## src/sv/ror_pkg.sv

```systemverilog
// Shared types and constants for the rectangle overlap ratio block.
package ror_pkg;

   localparam int COORD_BITS  = 12;
   localparam int AREA_BITS   = 2 * COORD_BITS;
   localparam int FRAC_BITS   = 16;
   localparam int RATIO_BITS  = FRAC_BITS + 1;
   localparam int QUEUE_DEPTH = 4;

   localparam logic [RATIO_BITS-1:0] RATIO_ONE_FIXED = {1'b1, {FRAC_BITS{1'b0}}};

   typedef enum logic [1:0] {
      RATIO_DIVIDE,
      RATIO_FORCE_ONE,
      RATIO_FORCE_ZERO
   } ratio_sel_type;

   typedef struct packed {
      logic                  mode;
      logic [COORD_BITS-1:0] first_left;
      logic [COORD_BITS-1:0] first_top;
      logic [COORD_BITS-1:0] first_width;
      logic [COORD_BITS-1:0] first_height;
      logic [COORD_BITS-1:0] second_left;
      logic [COORD_BITS-1:0] second_top;
      logic [COORD_BITS-1:0] second_width;
      logic [COORD_BITS-1:0] second_height;
   } req_word_type;

   typedef struct packed {
      logic [COORD_BITS-1:0] meet_left;
      logic [COORD_BITS-1:0] meet_top;
      logic [COORD_BITS-1:0] meet_width;
      logic [COORD_BITS-1:0] meet_height;
      logic [RATIO_BITS-1:0] area_ratio;
   } rsp_word_type;

   // Classified word handed from the front end to the divider.
   typedef struct packed {
      logic [COORD_BITS-1:0] meet_left;
      logic [COORD_BITS-1:0] meet_top;
      logic [COORD_BITS-1:0] meet_width;
      logic [COORD_BITS-1:0] meet_height;
      ratio_sel_type         sel;
      logic [AREA_BITS-1:0]  area;
      logic [AREA_BITS-1:0]  den;
   } job_type;

   typedef struct packed {
      logic full;
      logic empty;
   } queue_status_type;

endpackage

```

## src/sv/ror_front.sv

```systemverilog
// Front end: accepts box pairs, intersects them, classifies and forms the two areas.
module ror_front (
   input  logic                      clock,
   input  logic                      reset,
   input  logic                      req_valid,
   output logic                      req_stall,
   input  ror_pkg::req_word_type     req_payload,
   input  ror_pkg::queue_status_type q_status,
   output logic                      push,
   output ror_pkg::job_type          push_word
);

   localparam int C = ror_pkg::COORD_BITS;
   localparam int A = ror_pkg::AREA_BITS;

   typedef struct packed {
      logic         hit;
      logic [C-1:0] start;
      logic [C-1:0] len;
   } span_type;

   // Closed spans [s, s+l]; sums carry one extra bit so nothing wraps.
   function automatic span_type span_meet(input logic [C-1:0] s1, input logic [C-1:0] l1,
                                          input logic [C-1:0] s2, input logic [C-1:0] l2);
      logic [C:0] e1;
      logic [C:0] e2;
      logic [C:0] lo;
      logic [C:0] hi;
      logic [C:0] diff;
      span_type   r;
      e1 = {1'b0, s1} + {1'b0, l1};
      e2 = {1'b0, s2} + {1'b0, l2};
      lo = (s1 > s2) ? {1'b0, s1} : {1'b0, s2};
      hi = (e1 < e2) ? e1 : e2;
      diff = hi - lo;
      r.hit = !((e1 < {1'b0, s2}) || ({1'b0, s1} > e2));
      r.start = lo[C-1:0];
      r.len = diff[C-1:0];
      return r;
   endfunction

   logic                   front_en;
   span_type               span_x;
   span_type               span_y;
   logic                   meet_hit;
   logic                   first_empty;

   logic                   a_vld_ff;
   logic [C-1:0]           a_ml_ff, a_mt_ff, a_mw_ff, a_mh_ff, a_fw_ff, a_fh_ff;
   ror_pkg::ratio_sel_type a_sel_ff;
   ror_pkg::ratio_sel_type a_sel_in;

   logic                   b_vld_ff;
   ror_pkg::job_type       b_job_ff;
   ror_pkg::job_type       b_job_in;

   assign front_en  = !b_vld_ff || !q_status.full;
   assign req_stall = !front_en;
   assign push      = b_vld_ff && !q_status.full;
   assign push_word = b_job_ff;

   always_comb begin
      span_x = span_meet(req_payload.first_left, req_payload.first_width,
                         req_payload.second_left, req_payload.second_width);
      span_y = span_meet(req_payload.first_top, req_payload.first_height,
                         req_payload.second_top, req_payload.second_height);
      meet_hit = span_x.hit && span_y.hit;
      first_empty = (req_payload.first_width == '0) || (req_payload.first_height == '0);
      // an empty second box needs no case: its meet span is already zero
      unique case ({first_empty, req_payload.mode})
         2'b10:   a_sel_in = ror_pkg::RATIO_FORCE_ONE;
         2'b11:   a_sel_in = ror_pkg::RATIO_FORCE_ZERO;
         default: a_sel_in = ror_pkg::RATIO_DIVIDE;
      endcase
   end

   always_comb begin
      b_job_in.meet_left   = a_ml_ff;
      b_job_in.meet_top    = a_mt_ff;
      b_job_in.meet_width  = a_mw_ff;
      b_job_in.meet_height = a_mh_ff;
      b_job_in.sel         = a_sel_ff;
      b_job_in.area        = A'(a_mw_ff) * A'(a_mh_ff);
      b_job_in.den         = A'(a_fw_ff) * A'(a_fh_ff);
   end

   always_ff @(posedge clock) begin
      if (reset) begin
         a_vld_ff <= 1'b0;
         b_vld_ff <= 1'b0;
      end else if (front_en) begin
         a_vld_ff <= req_valid;
         b_vld_ff <= a_vld_ff;
      end
   end

   always_ff @(posedge clock) begin
      if (front_en) begin
         a_ml_ff  <= meet_hit ? span_x.start : '0;
         a_mt_ff  <= meet_hit ? span_y.start : '0;
         a_mw_ff  <= meet_hit ? span_x.len : '0;
         a_mh_ff  <= meet_hit ? span_y.len : '0;
         a_fw_ff  <= req_payload.first_width;
         a_fh_ff  <= req_payload.first_height;
         a_sel_ff <= a_sel_in;
         b_job_ff <= b_job_in;
      end
   end

endmodule

```

## src/sv/ror_queue.sv

```systemverilog
// Short FIFO of classified words between the front end and the divider.
module ror_queue #(
   parameter int DEPTH = ror_pkg::QUEUE_DEPTH
) (
   input  logic                      clock,
   input  logic                      reset,
   input  logic                      push,
   input  ror_pkg::job_type          push_word,
   input  logic                      pop,
   output ror_pkg::job_type          pop_word,
   output ror_pkg::queue_status_type status
);

   localparam int PTR_W = (DEPTH > 1) ? $clog2(DEPTH) : 1;
   localparam int CNT_W = $clog2(DEPTH + 1);

   ror_pkg::job_type entry_ff [DEPTH];
   logic [PTR_W-1:0] wr_ptr_ff, wr_ptr_in;
   logic [PTR_W-1:0] rd_ptr_ff, rd_ptr_in;
   logic [CNT_W-1:0] count_ff, count_in;

   assign pop_word     = entry_ff[rd_ptr_ff];
   assign status.full  = (count_ff == CNT_W'(DEPTH));
   assign status.empty = (count_ff == '0);

   always_comb begin
      wr_ptr_in = wr_ptr_ff;
      rd_ptr_in = rd_ptr_ff;
      count_in  = count_ff;
      if (push) begin
         wr_ptr_in = (wr_ptr_ff == PTR_W'(DEPTH - 1)) ? '0 : wr_ptr_ff + 1'b1;
      end
      if (pop) begin
         rd_ptr_in = (rd_ptr_ff == PTR_W'(DEPTH - 1)) ? '0 : rd_ptr_ff + 1'b1;
      end
      if (push && !pop) begin
         count_in = count_ff + 1'b1;
      end else if (pop && !push) begin
         count_in = count_ff - 1'b1;
      end
   end

   always_ff @(posedge clock) begin
      if (reset) begin
         wr_ptr_ff <= '0;
         rd_ptr_ff <= '0;
         count_ff  <= '0;
      end else begin
         wr_ptr_ff <= wr_ptr_in;
         rd_ptr_ff <= rd_ptr_in;
         count_ff  <= count_in;
      end
   end

   always_ff @(posedge clock) begin
      if (push) begin
         entry_ff[wr_ptr_ff] <= push_word;
      end
   end

endmodule

```

## src/sv/ror_back.sv

```systemverilog
// Back end: pipelined restoring divider, one quotient bit per stage, and output register.
module ror_back (
   input  logic                      clock,
   input  logic                      reset,
   input  ror_pkg::queue_status_type q_status,
   output logic                      pop,
   input  ror_pkg::job_type          pop_word,
   output logic                      rsp_valid,
   input  logic                      rsp_stall,
   output ror_pkg::rsp_word_type     rsp_payload
);

   localparam int C     = ror_pkg::COORD_BITS;
   localparam int A     = ror_pkg::AREA_BITS;
   localparam int R     = ror_pkg::RATIO_BITS;
   localparam int NSTEP = R;

   typedef struct packed {
      logic [C-1:0]           meet_left;
      logic [C-1:0]           meet_top;
      logic [C-1:0]           meet_width;
      logic [C-1:0]           meet_height;
      ror_pkg::ratio_sel_type sel;
      logic [A:0]             rem;
      logic [A-1:0]           den;
      logic [R-1:0]           quo;
   } div_stage_type;

   // area <= den, so the first bit is the integer bit and rem stays below den after it
   function automatic div_stage_type div_step(input div_stage_type s);
      logic          geq;
      logic [A:0]    diff;
      div_stage_type r;
      geq  = (s.rem >= {1'b0, s.den});
      diff = geq ? (s.rem - {1'b0, s.den}) : s.rem;
      r     = s;
      r.quo = {s.quo[R-2:0], geq};
      r.rem = {diff[A-1:0], 1'b0};
      return r;
   endfunction

   logic                  back_en;
   div_stage_type         stg_ff  [NSTEP];
   logic                  stg_vld_ff [NSTEP];
   div_stage_type         stg_in  [NSTEP];
   div_stage_type         fin;
   logic                  rsp_valid_ff;
   ror_pkg::rsp_word_type rsp_word_ff, rsp_word_in;

   assign back_en     = !rsp_valid_ff || !rsp_stall;
   assign pop         = back_en && !q_status.empty;
   assign rsp_valid   = rsp_valid_ff;
   assign rsp_payload = rsp_word_ff;

   always_comb begin
      stg_in[0].meet_left   = pop_word.meet_left;
      stg_in[0].meet_top    = pop_word.meet_top;
      stg_in[0].meet_width  = pop_word.meet_width;
      stg_in[0].meet_height = pop_word.meet_height;
      stg_in[0].sel         = pop_word.sel;
      stg_in[0].rem         = {1'b0, pop_word.area};
      stg_in[0].den         = pop_word.den;
      stg_in[0].quo         = '0;
      for (int k = 1; k < NSTEP; k++) begin
         stg_in[k] = div_step(stg_ff[k-1]);
      end
      fin = div_step(stg_ff[NSTEP-1]);
   end

   always_comb begin
      rsp_word_in.meet_left   = fin.meet_left;
      rsp_word_in.meet_top    = fin.meet_top;
      rsp_word_in.meet_width  = fin.meet_width;
      rsp_word_in.meet_height = fin.meet_height;
      unique case (fin.sel)
         ror_pkg::RATIO_DIVIDE:    rsp_word_in.area_ratio = fin.quo;
         ror_pkg::RATIO_FORCE_ONE: rsp_word_in.area_ratio = ror_pkg::RATIO_ONE_FIXED;
         default:                  rsp_word_in.area_ratio = '0;
      endcase
   end

   always_ff @(posedge clock) begin
      if (reset) begin
         for (int k = 0; k < NSTEP; k++) begin
            stg_vld_ff[k] <= 1'b0;
         end
         rsp_valid_ff <= 1'b0;
      end else if (back_en) begin
         stg_vld_ff[0] <= pop;
         for (int k = 1; k < NSTEP; k++) begin
            stg_vld_ff[k] <= stg_vld_ff[k-1];
         end
         rsp_valid_ff <= stg_vld_ff[NSTEP-1];
      end
   end

   always_ff @(posedge clock) begin
      if (back_en) begin
         for (int k = 0; k < NSTEP; k++) begin
            stg_ff[k] <= stg_in[k];
         end
         rsp_word_ff <= rsp_word_in;
      end
   end

endmodule

```

## src/sv/rect_overlap_ratio.sv

```systemverilog
// Rectangle overlap ratio: takes one box pair per clock and returns the
// intersection box and the intersection area over the first box's area as
// unsigned 1.16 fixed point, truncated. A word is accepted every cycle while
// the output is not stalled. Each word passes the front end's intersect and
// multiply registers, then the queue, then the divider, which resolves one
// quotient bit per pipeline stage; the output register follows.
// The queue between front end and divider lets the input keep flowing for
// QUEUE_DEPTH words while the output is stalled.
module rect_overlap_ratio #(
   parameter int QUEUE_DEPTH = ror_pkg::QUEUE_DEPTH
) (
   input  logic                  clock,
   input  logic                  reset,
   input  logic                  req_valid,
   output logic                  req_stall,
   input  ror_pkg::req_word_type req_payload,
   output logic                  rsp_valid,
   input  logic                  rsp_stall,
   output ror_pkg::rsp_word_type rsp_payload
);

   logic                      push;
   logic                      pop;
   ror_pkg::job_type          push_word;
   ror_pkg::job_type          pop_word;
   ror_pkg::queue_status_type q_status;

   ror_front u_front (
      .clock       (clock),
      .reset       (reset),
      .req_valid   (req_valid),
      .req_stall   (req_stall),
      .req_payload (req_payload),
      .q_status    (q_status),
      .push        (push),
      .push_word   (push_word)
   );

   ror_queue #(
      .DEPTH (QUEUE_DEPTH)
   ) u_queue (
      .clock     (clock),
      .reset     (reset),
      .push      (push),
      .push_word (push_word),
      .pop       (pop),
      .pop_word  (pop_word),
      .status    (q_status)
   );

   ror_back u_back (
      .clock       (clock),
      .reset       (reset),
      .q_status    (q_status),
      .pop         (pop),
      .pop_word    (pop_word),
      .rsp_valid   (rsp_valid),
      .rsp_stall   (rsp_stall),
      .rsp_payload (rsp_payload)
   );

   a_ratio_bound: assert property (@(posedge clock) disable iff (reset)
      rsp_valid |-> (rsp_payload.area_ratio <= ror_pkg::RATIO_ONE_FIXED))
      else $error("area_ratio above 1.0");

   a_empty_meet_ratio: assert property (@(posedge clock) disable iff (reset)
      (rsp_valid && (rsp_payload.meet_width == '0)) |->
         ((rsp_payload.area_ratio == '0) ||
          (rsp_payload.area_ratio == ror_pkg::RATIO_ONE_FIXED)))
      else $error("zero-width intersection with fractional ratio");

   a_pop_nonempty: assert property (@(posedge clock) disable iff (reset)
      pop |-> !q_status.empty)
      else $error("divider took a word from an empty queue");

   a_push_nonfull: assert property (@(posedge clock) disable iff (reset)
      (push && !pop) |=> !($past(q_status.full)))
      else $error("front end wrote into a full queue");

endmodule

```

## config.mk

```make
export PLATFORM = sky130hd
export DESIGN_NAME = rect_overlap_ratio
export DESIGN_NICKNAME = d
export VERILOG_FILES = /design/src/sv/ror_pkg.sv /design/src/sv/ror_front.sv /design/src/sv/ror_queue.sv /design/src/sv/ror_back.sv /design/src/sv/rect_overlap_ratio.sv
export SDC_FILE = /design/constraint.sdc
export NUM_CORES = 2
export LEC_CHECK = 0
export BUFFER_PORTS_ARGS = -buffer_cell sky130_fd_sc_hd__buf_2
export CAP_MARGIN = 10
export CORE_MARGIN = 1
export CORE_UTILIZATION = 35
export CTS_CLUSTER_DIAMETER = 80
export CTS_CLUSTER_SIZE = 28
export DETAILED_ROUTE_END_ITERATION = 16
export HOLD_SLACK_MARGIN = 0.08
export PLACE_DENSITY = 0.53
export SYNTH_ARGS = -nofsm -noshare
export SYNTH_HDL_FRONTEND = slang
export SYNTH_HIERARCHICAL = 1
export SYNTH_SLANG_ARGS = --single-unit
```

## constraint.sdc

```tcl
create_clock -name clock -period 43.9 [get_ports clock]
set_input_delay 2.195 -clock clock [delete_from_list [all_inputs] [get_ports clock]]
set_output_delay 2.195 -clock clock [all_outputs]
set_load 0.02 [all_outputs]
```

==> out/qor.csv <==
stage,metric,value,unit
run_status,outcome,finished clean,
clocking,post-cts resize count,0,
setup_path,Crit path arrival time,8.32,ns
clocking,htree depth,4,
yosys,Yosys Warn Count,6,
grt,initial antenna violation count,10,
setup_path,largest fanout on the critical path,12,
timing,Slew headroom,17.8,%
timing,setup violators final,0,
yosys,Most used DFF post-synth,edfxtp_1,
clocking,cts hold-fix bufs,0,
clocking,clock sinks,2460,
timing,unrepaired setup endpoints after global routing,no,
drt,drt drc,0,
setup_path,critical path's largest stage delay,0.55,ns
setup_path,Worst EP required,44.51,ns
layout,Area Growth Syn to Fin,9.66,%
layout,# nets final,9585,
timing,final hold vios,0,
drt,per-cell routed wire length,18.3,microns
yosys,cell with the most instances after synthesis,edfxtp_1,
power_and_ir_drop,total power,0.0109,W
clocking,TritonCTS clock tree,done,
yosys,"Distinct cells, synth",97,
floorplanning,FP Rows,212,
yosys,syn_nets,9396,
yosys,Post-Syn Instances,8379,
yosys,post-synth top area share,62.7,%
grt,Total GRT Usage,13.9,%
place,detailed-placement wirelength estimate,170000,microns
setup_path,slowest CP cell,maj3_1,
yosys,Post-synth top cells,"edfxtp_1, inv_1, ha_1",
timing,setup ws final,36.19,ns
timing,Fmax,130,MHz
yosys,synthesized flop and latch total,2460,
yosys,Post-synth EDFFs,2448,
timing,post-route setup TNS,0,ns
timing,final worst-path cycle share,17.6,%
floorplanning,DIE WIDTH,581,microns
power_and_ir_drop,Peak VDD IR,0.0000436,V
floorplanning,Initial Utilization,35.2,%
yosys,post-synth top area cell,edfxtp_1,
layout,fraction of layout cells with a size suffix above 1,9.49,%
flow_run,max_cap viols,0,
yosys,register area share after synthesis,62.9,%
place,input/output buffers,167,
floorplanning,Core Region,333000,sq um
timing,Worst Tran Pin Value,1.23,ns
setup_path,CP startpoint kind,primary input,
drt,Iteration-0 DRC Markers,4634,
clocking,Num CTS Buffers,146,
setup_path,Buffers & Inverters on Critical Path,3,
grt,total congestion overflow,0,
yosys,asr flop ratio synth,0,%
place,pre-CTS setup slack,35.37,ns
setup_path,"CP delay by family, top",compound AO/OA/AOI/OAI gates,
floorplanning,io pins,168,
clocking,"CTS clk-pin slew, worst paths",0.10,ns
timing,crit path time final,7.71,ns
clocking,clock latency on the worst-skew pair,0.89,ns
drt,Pre-antenna DRT Iters,8,
yosys,main area contributors after synthesis,"edfxtp_1, ha_1, fa_1",
setup_path,Worst Setup End Kind,flop,
power_and_ir_drop,Cell Pwr Density,84.7,nW/um^2
clocking,postcts setup bufs,0,
grt,largest net degree at the start of global routing,197,
min_path,min-delay worst type,reg -> reg,
clocking,deepest clock path buffer count,4,
floorplanning,die area,337000,sq um
grt,first-pass GRT wire length,372000,microns
drt,routed wire length,239000,microns
timing,"Slew Viols, Final",0,
drt,vias per cell,4.94,
setup_path,Crit Path Category,in -> reg,
layout,"Core Util, Final",38.6,%
yosys,mean post-synth cell area,14.0,sq um
drt,vias,64480,
power_and_ir_drop,Pleak,50.7,nW
place,Final GP Congestion,0.900,
drt,"antenna viol nets, final",0,
timing,final clock skew,0.0842,ns
yosys,synthesized area,117000,sq um
clocking,Clock Root Buffer,clkbuf_16,
grt,vias in the first global route,65686,
floorplanning,Die Y,581,microns
timing,hold slack,0.380,ns
[state kept, by name, summed over array words and instances (netlist names), named ones only]
name	flops
u_queue/wr_ptr_ff	2
u_queue/entry_ff	392
u_front/a_ml_ff	12
u_back/stg_ff	1802
u_front/a_fh_ff	12
u_front/a_mh_ff	12
u_front/a_sel_ff	2
u_front/a_mt_ff	12
u_front/b_vld_ff	1
u_back/stg_vld_ff	17
u_queue/count_ff	3
u_back/rsp_valid	1
u_front/a_fw_ff	12
u_front/a_vld_ff	1
u_front/push_word	98
u_queue/rd_ptr_ff	2
u_front/a_mw_ff	12
u_back/rsp_payload	65
[placed cells by master (no fill, tap or decap), types with 38 or more instances in the layout]
master	n
nor2_1	353
edfxtp_1	2448
a211oi_1	38
mux2_2	194
a31oi_1	57
nor3_1	145
clkbuf_16	151
ha_1	693
inv_1	865
and3_1	52
o21a_1	73
and2_1	187
nor2b_1	96
buf_2	167
mux4_2	98
nand4_1	57
nand2_1	528
buf_4	46
o21ai_0	329
fa_1	223
nand3_1	131
xnor2_1	245
o21bai_1	49
xor2_1	142
nand2b_1	64
a21oi_1	448
a21o_1	191
[through the flow]
| step | cells | instance area (sq um) |
|---|---|---|
| detailed placement | 12807 | 123000 |
| CTS | 13053 | 128000 |
| global route | 13054 | 128000 |
| finish | 13055 | 128000 |
| global placement | 12807 | 123000 |
| floorplan | 8379 | 117000 |
[cell families after synthesis]
logic type | count (synthesis) | synth area share [%]
fa+ha+maj | 920 | 11.2
mux | 315 | 3.94
xor+xnor | 389 | 2.93
flops | 2460 | 62.9
simple gates | 1759 | 7.31
compound gates | 1490 | 8.19
buf+inv | 1046 | 3.44
[layout make-up]
class	count	area, sq um
flip-flops and latches	2460	73800
well taps	4387	5490
inverters	868	3260
clock buffers	155	3790
fillers	30986	205000
multi-input cells	4873	39500
repair buffers	219	1300
clock inverters	91	1390
diodes	2	5.00
[metal layers]
metal / global-route usage (%) / wire length, microns / vias up
met5: 0 / 0 / -
met4: 4.46 / 7360 / 0
met3: 1.54 / 7690 / 348
met2: 24.2 / 116000 / 1107
met1: 18.0 / 107000 / 31856
li1: - / - / 31169
[report_power, final]
group          total (W)  switching, W  internal, W
Combinational    0.00476       0.00265      0.00211
Clock            0.00158      0.000843     0.000736
Sequential       0.00455      0.000537      0.00401
[final timing paths]
path / from / end / slack [ns] / depth (start not counted)
worst max-delay path: req_payload[24] / u_front/a_mh_ff[11] / 36.19 / 28
worst min-delay path: u_back/stg_ff[0][677] / u_back/stg_ff[0][793] / 0.38 / 0
worst max register to register: u_front/a_mh_ff[3] / u_front/push_word[47] / 37.71 / 17
worst min register to register: u_back/stg_ff[0][677] / u_back/stg_ff[0][793] / 0.38 / 0
Note: power is estimated with default switching activity, not from simulation.
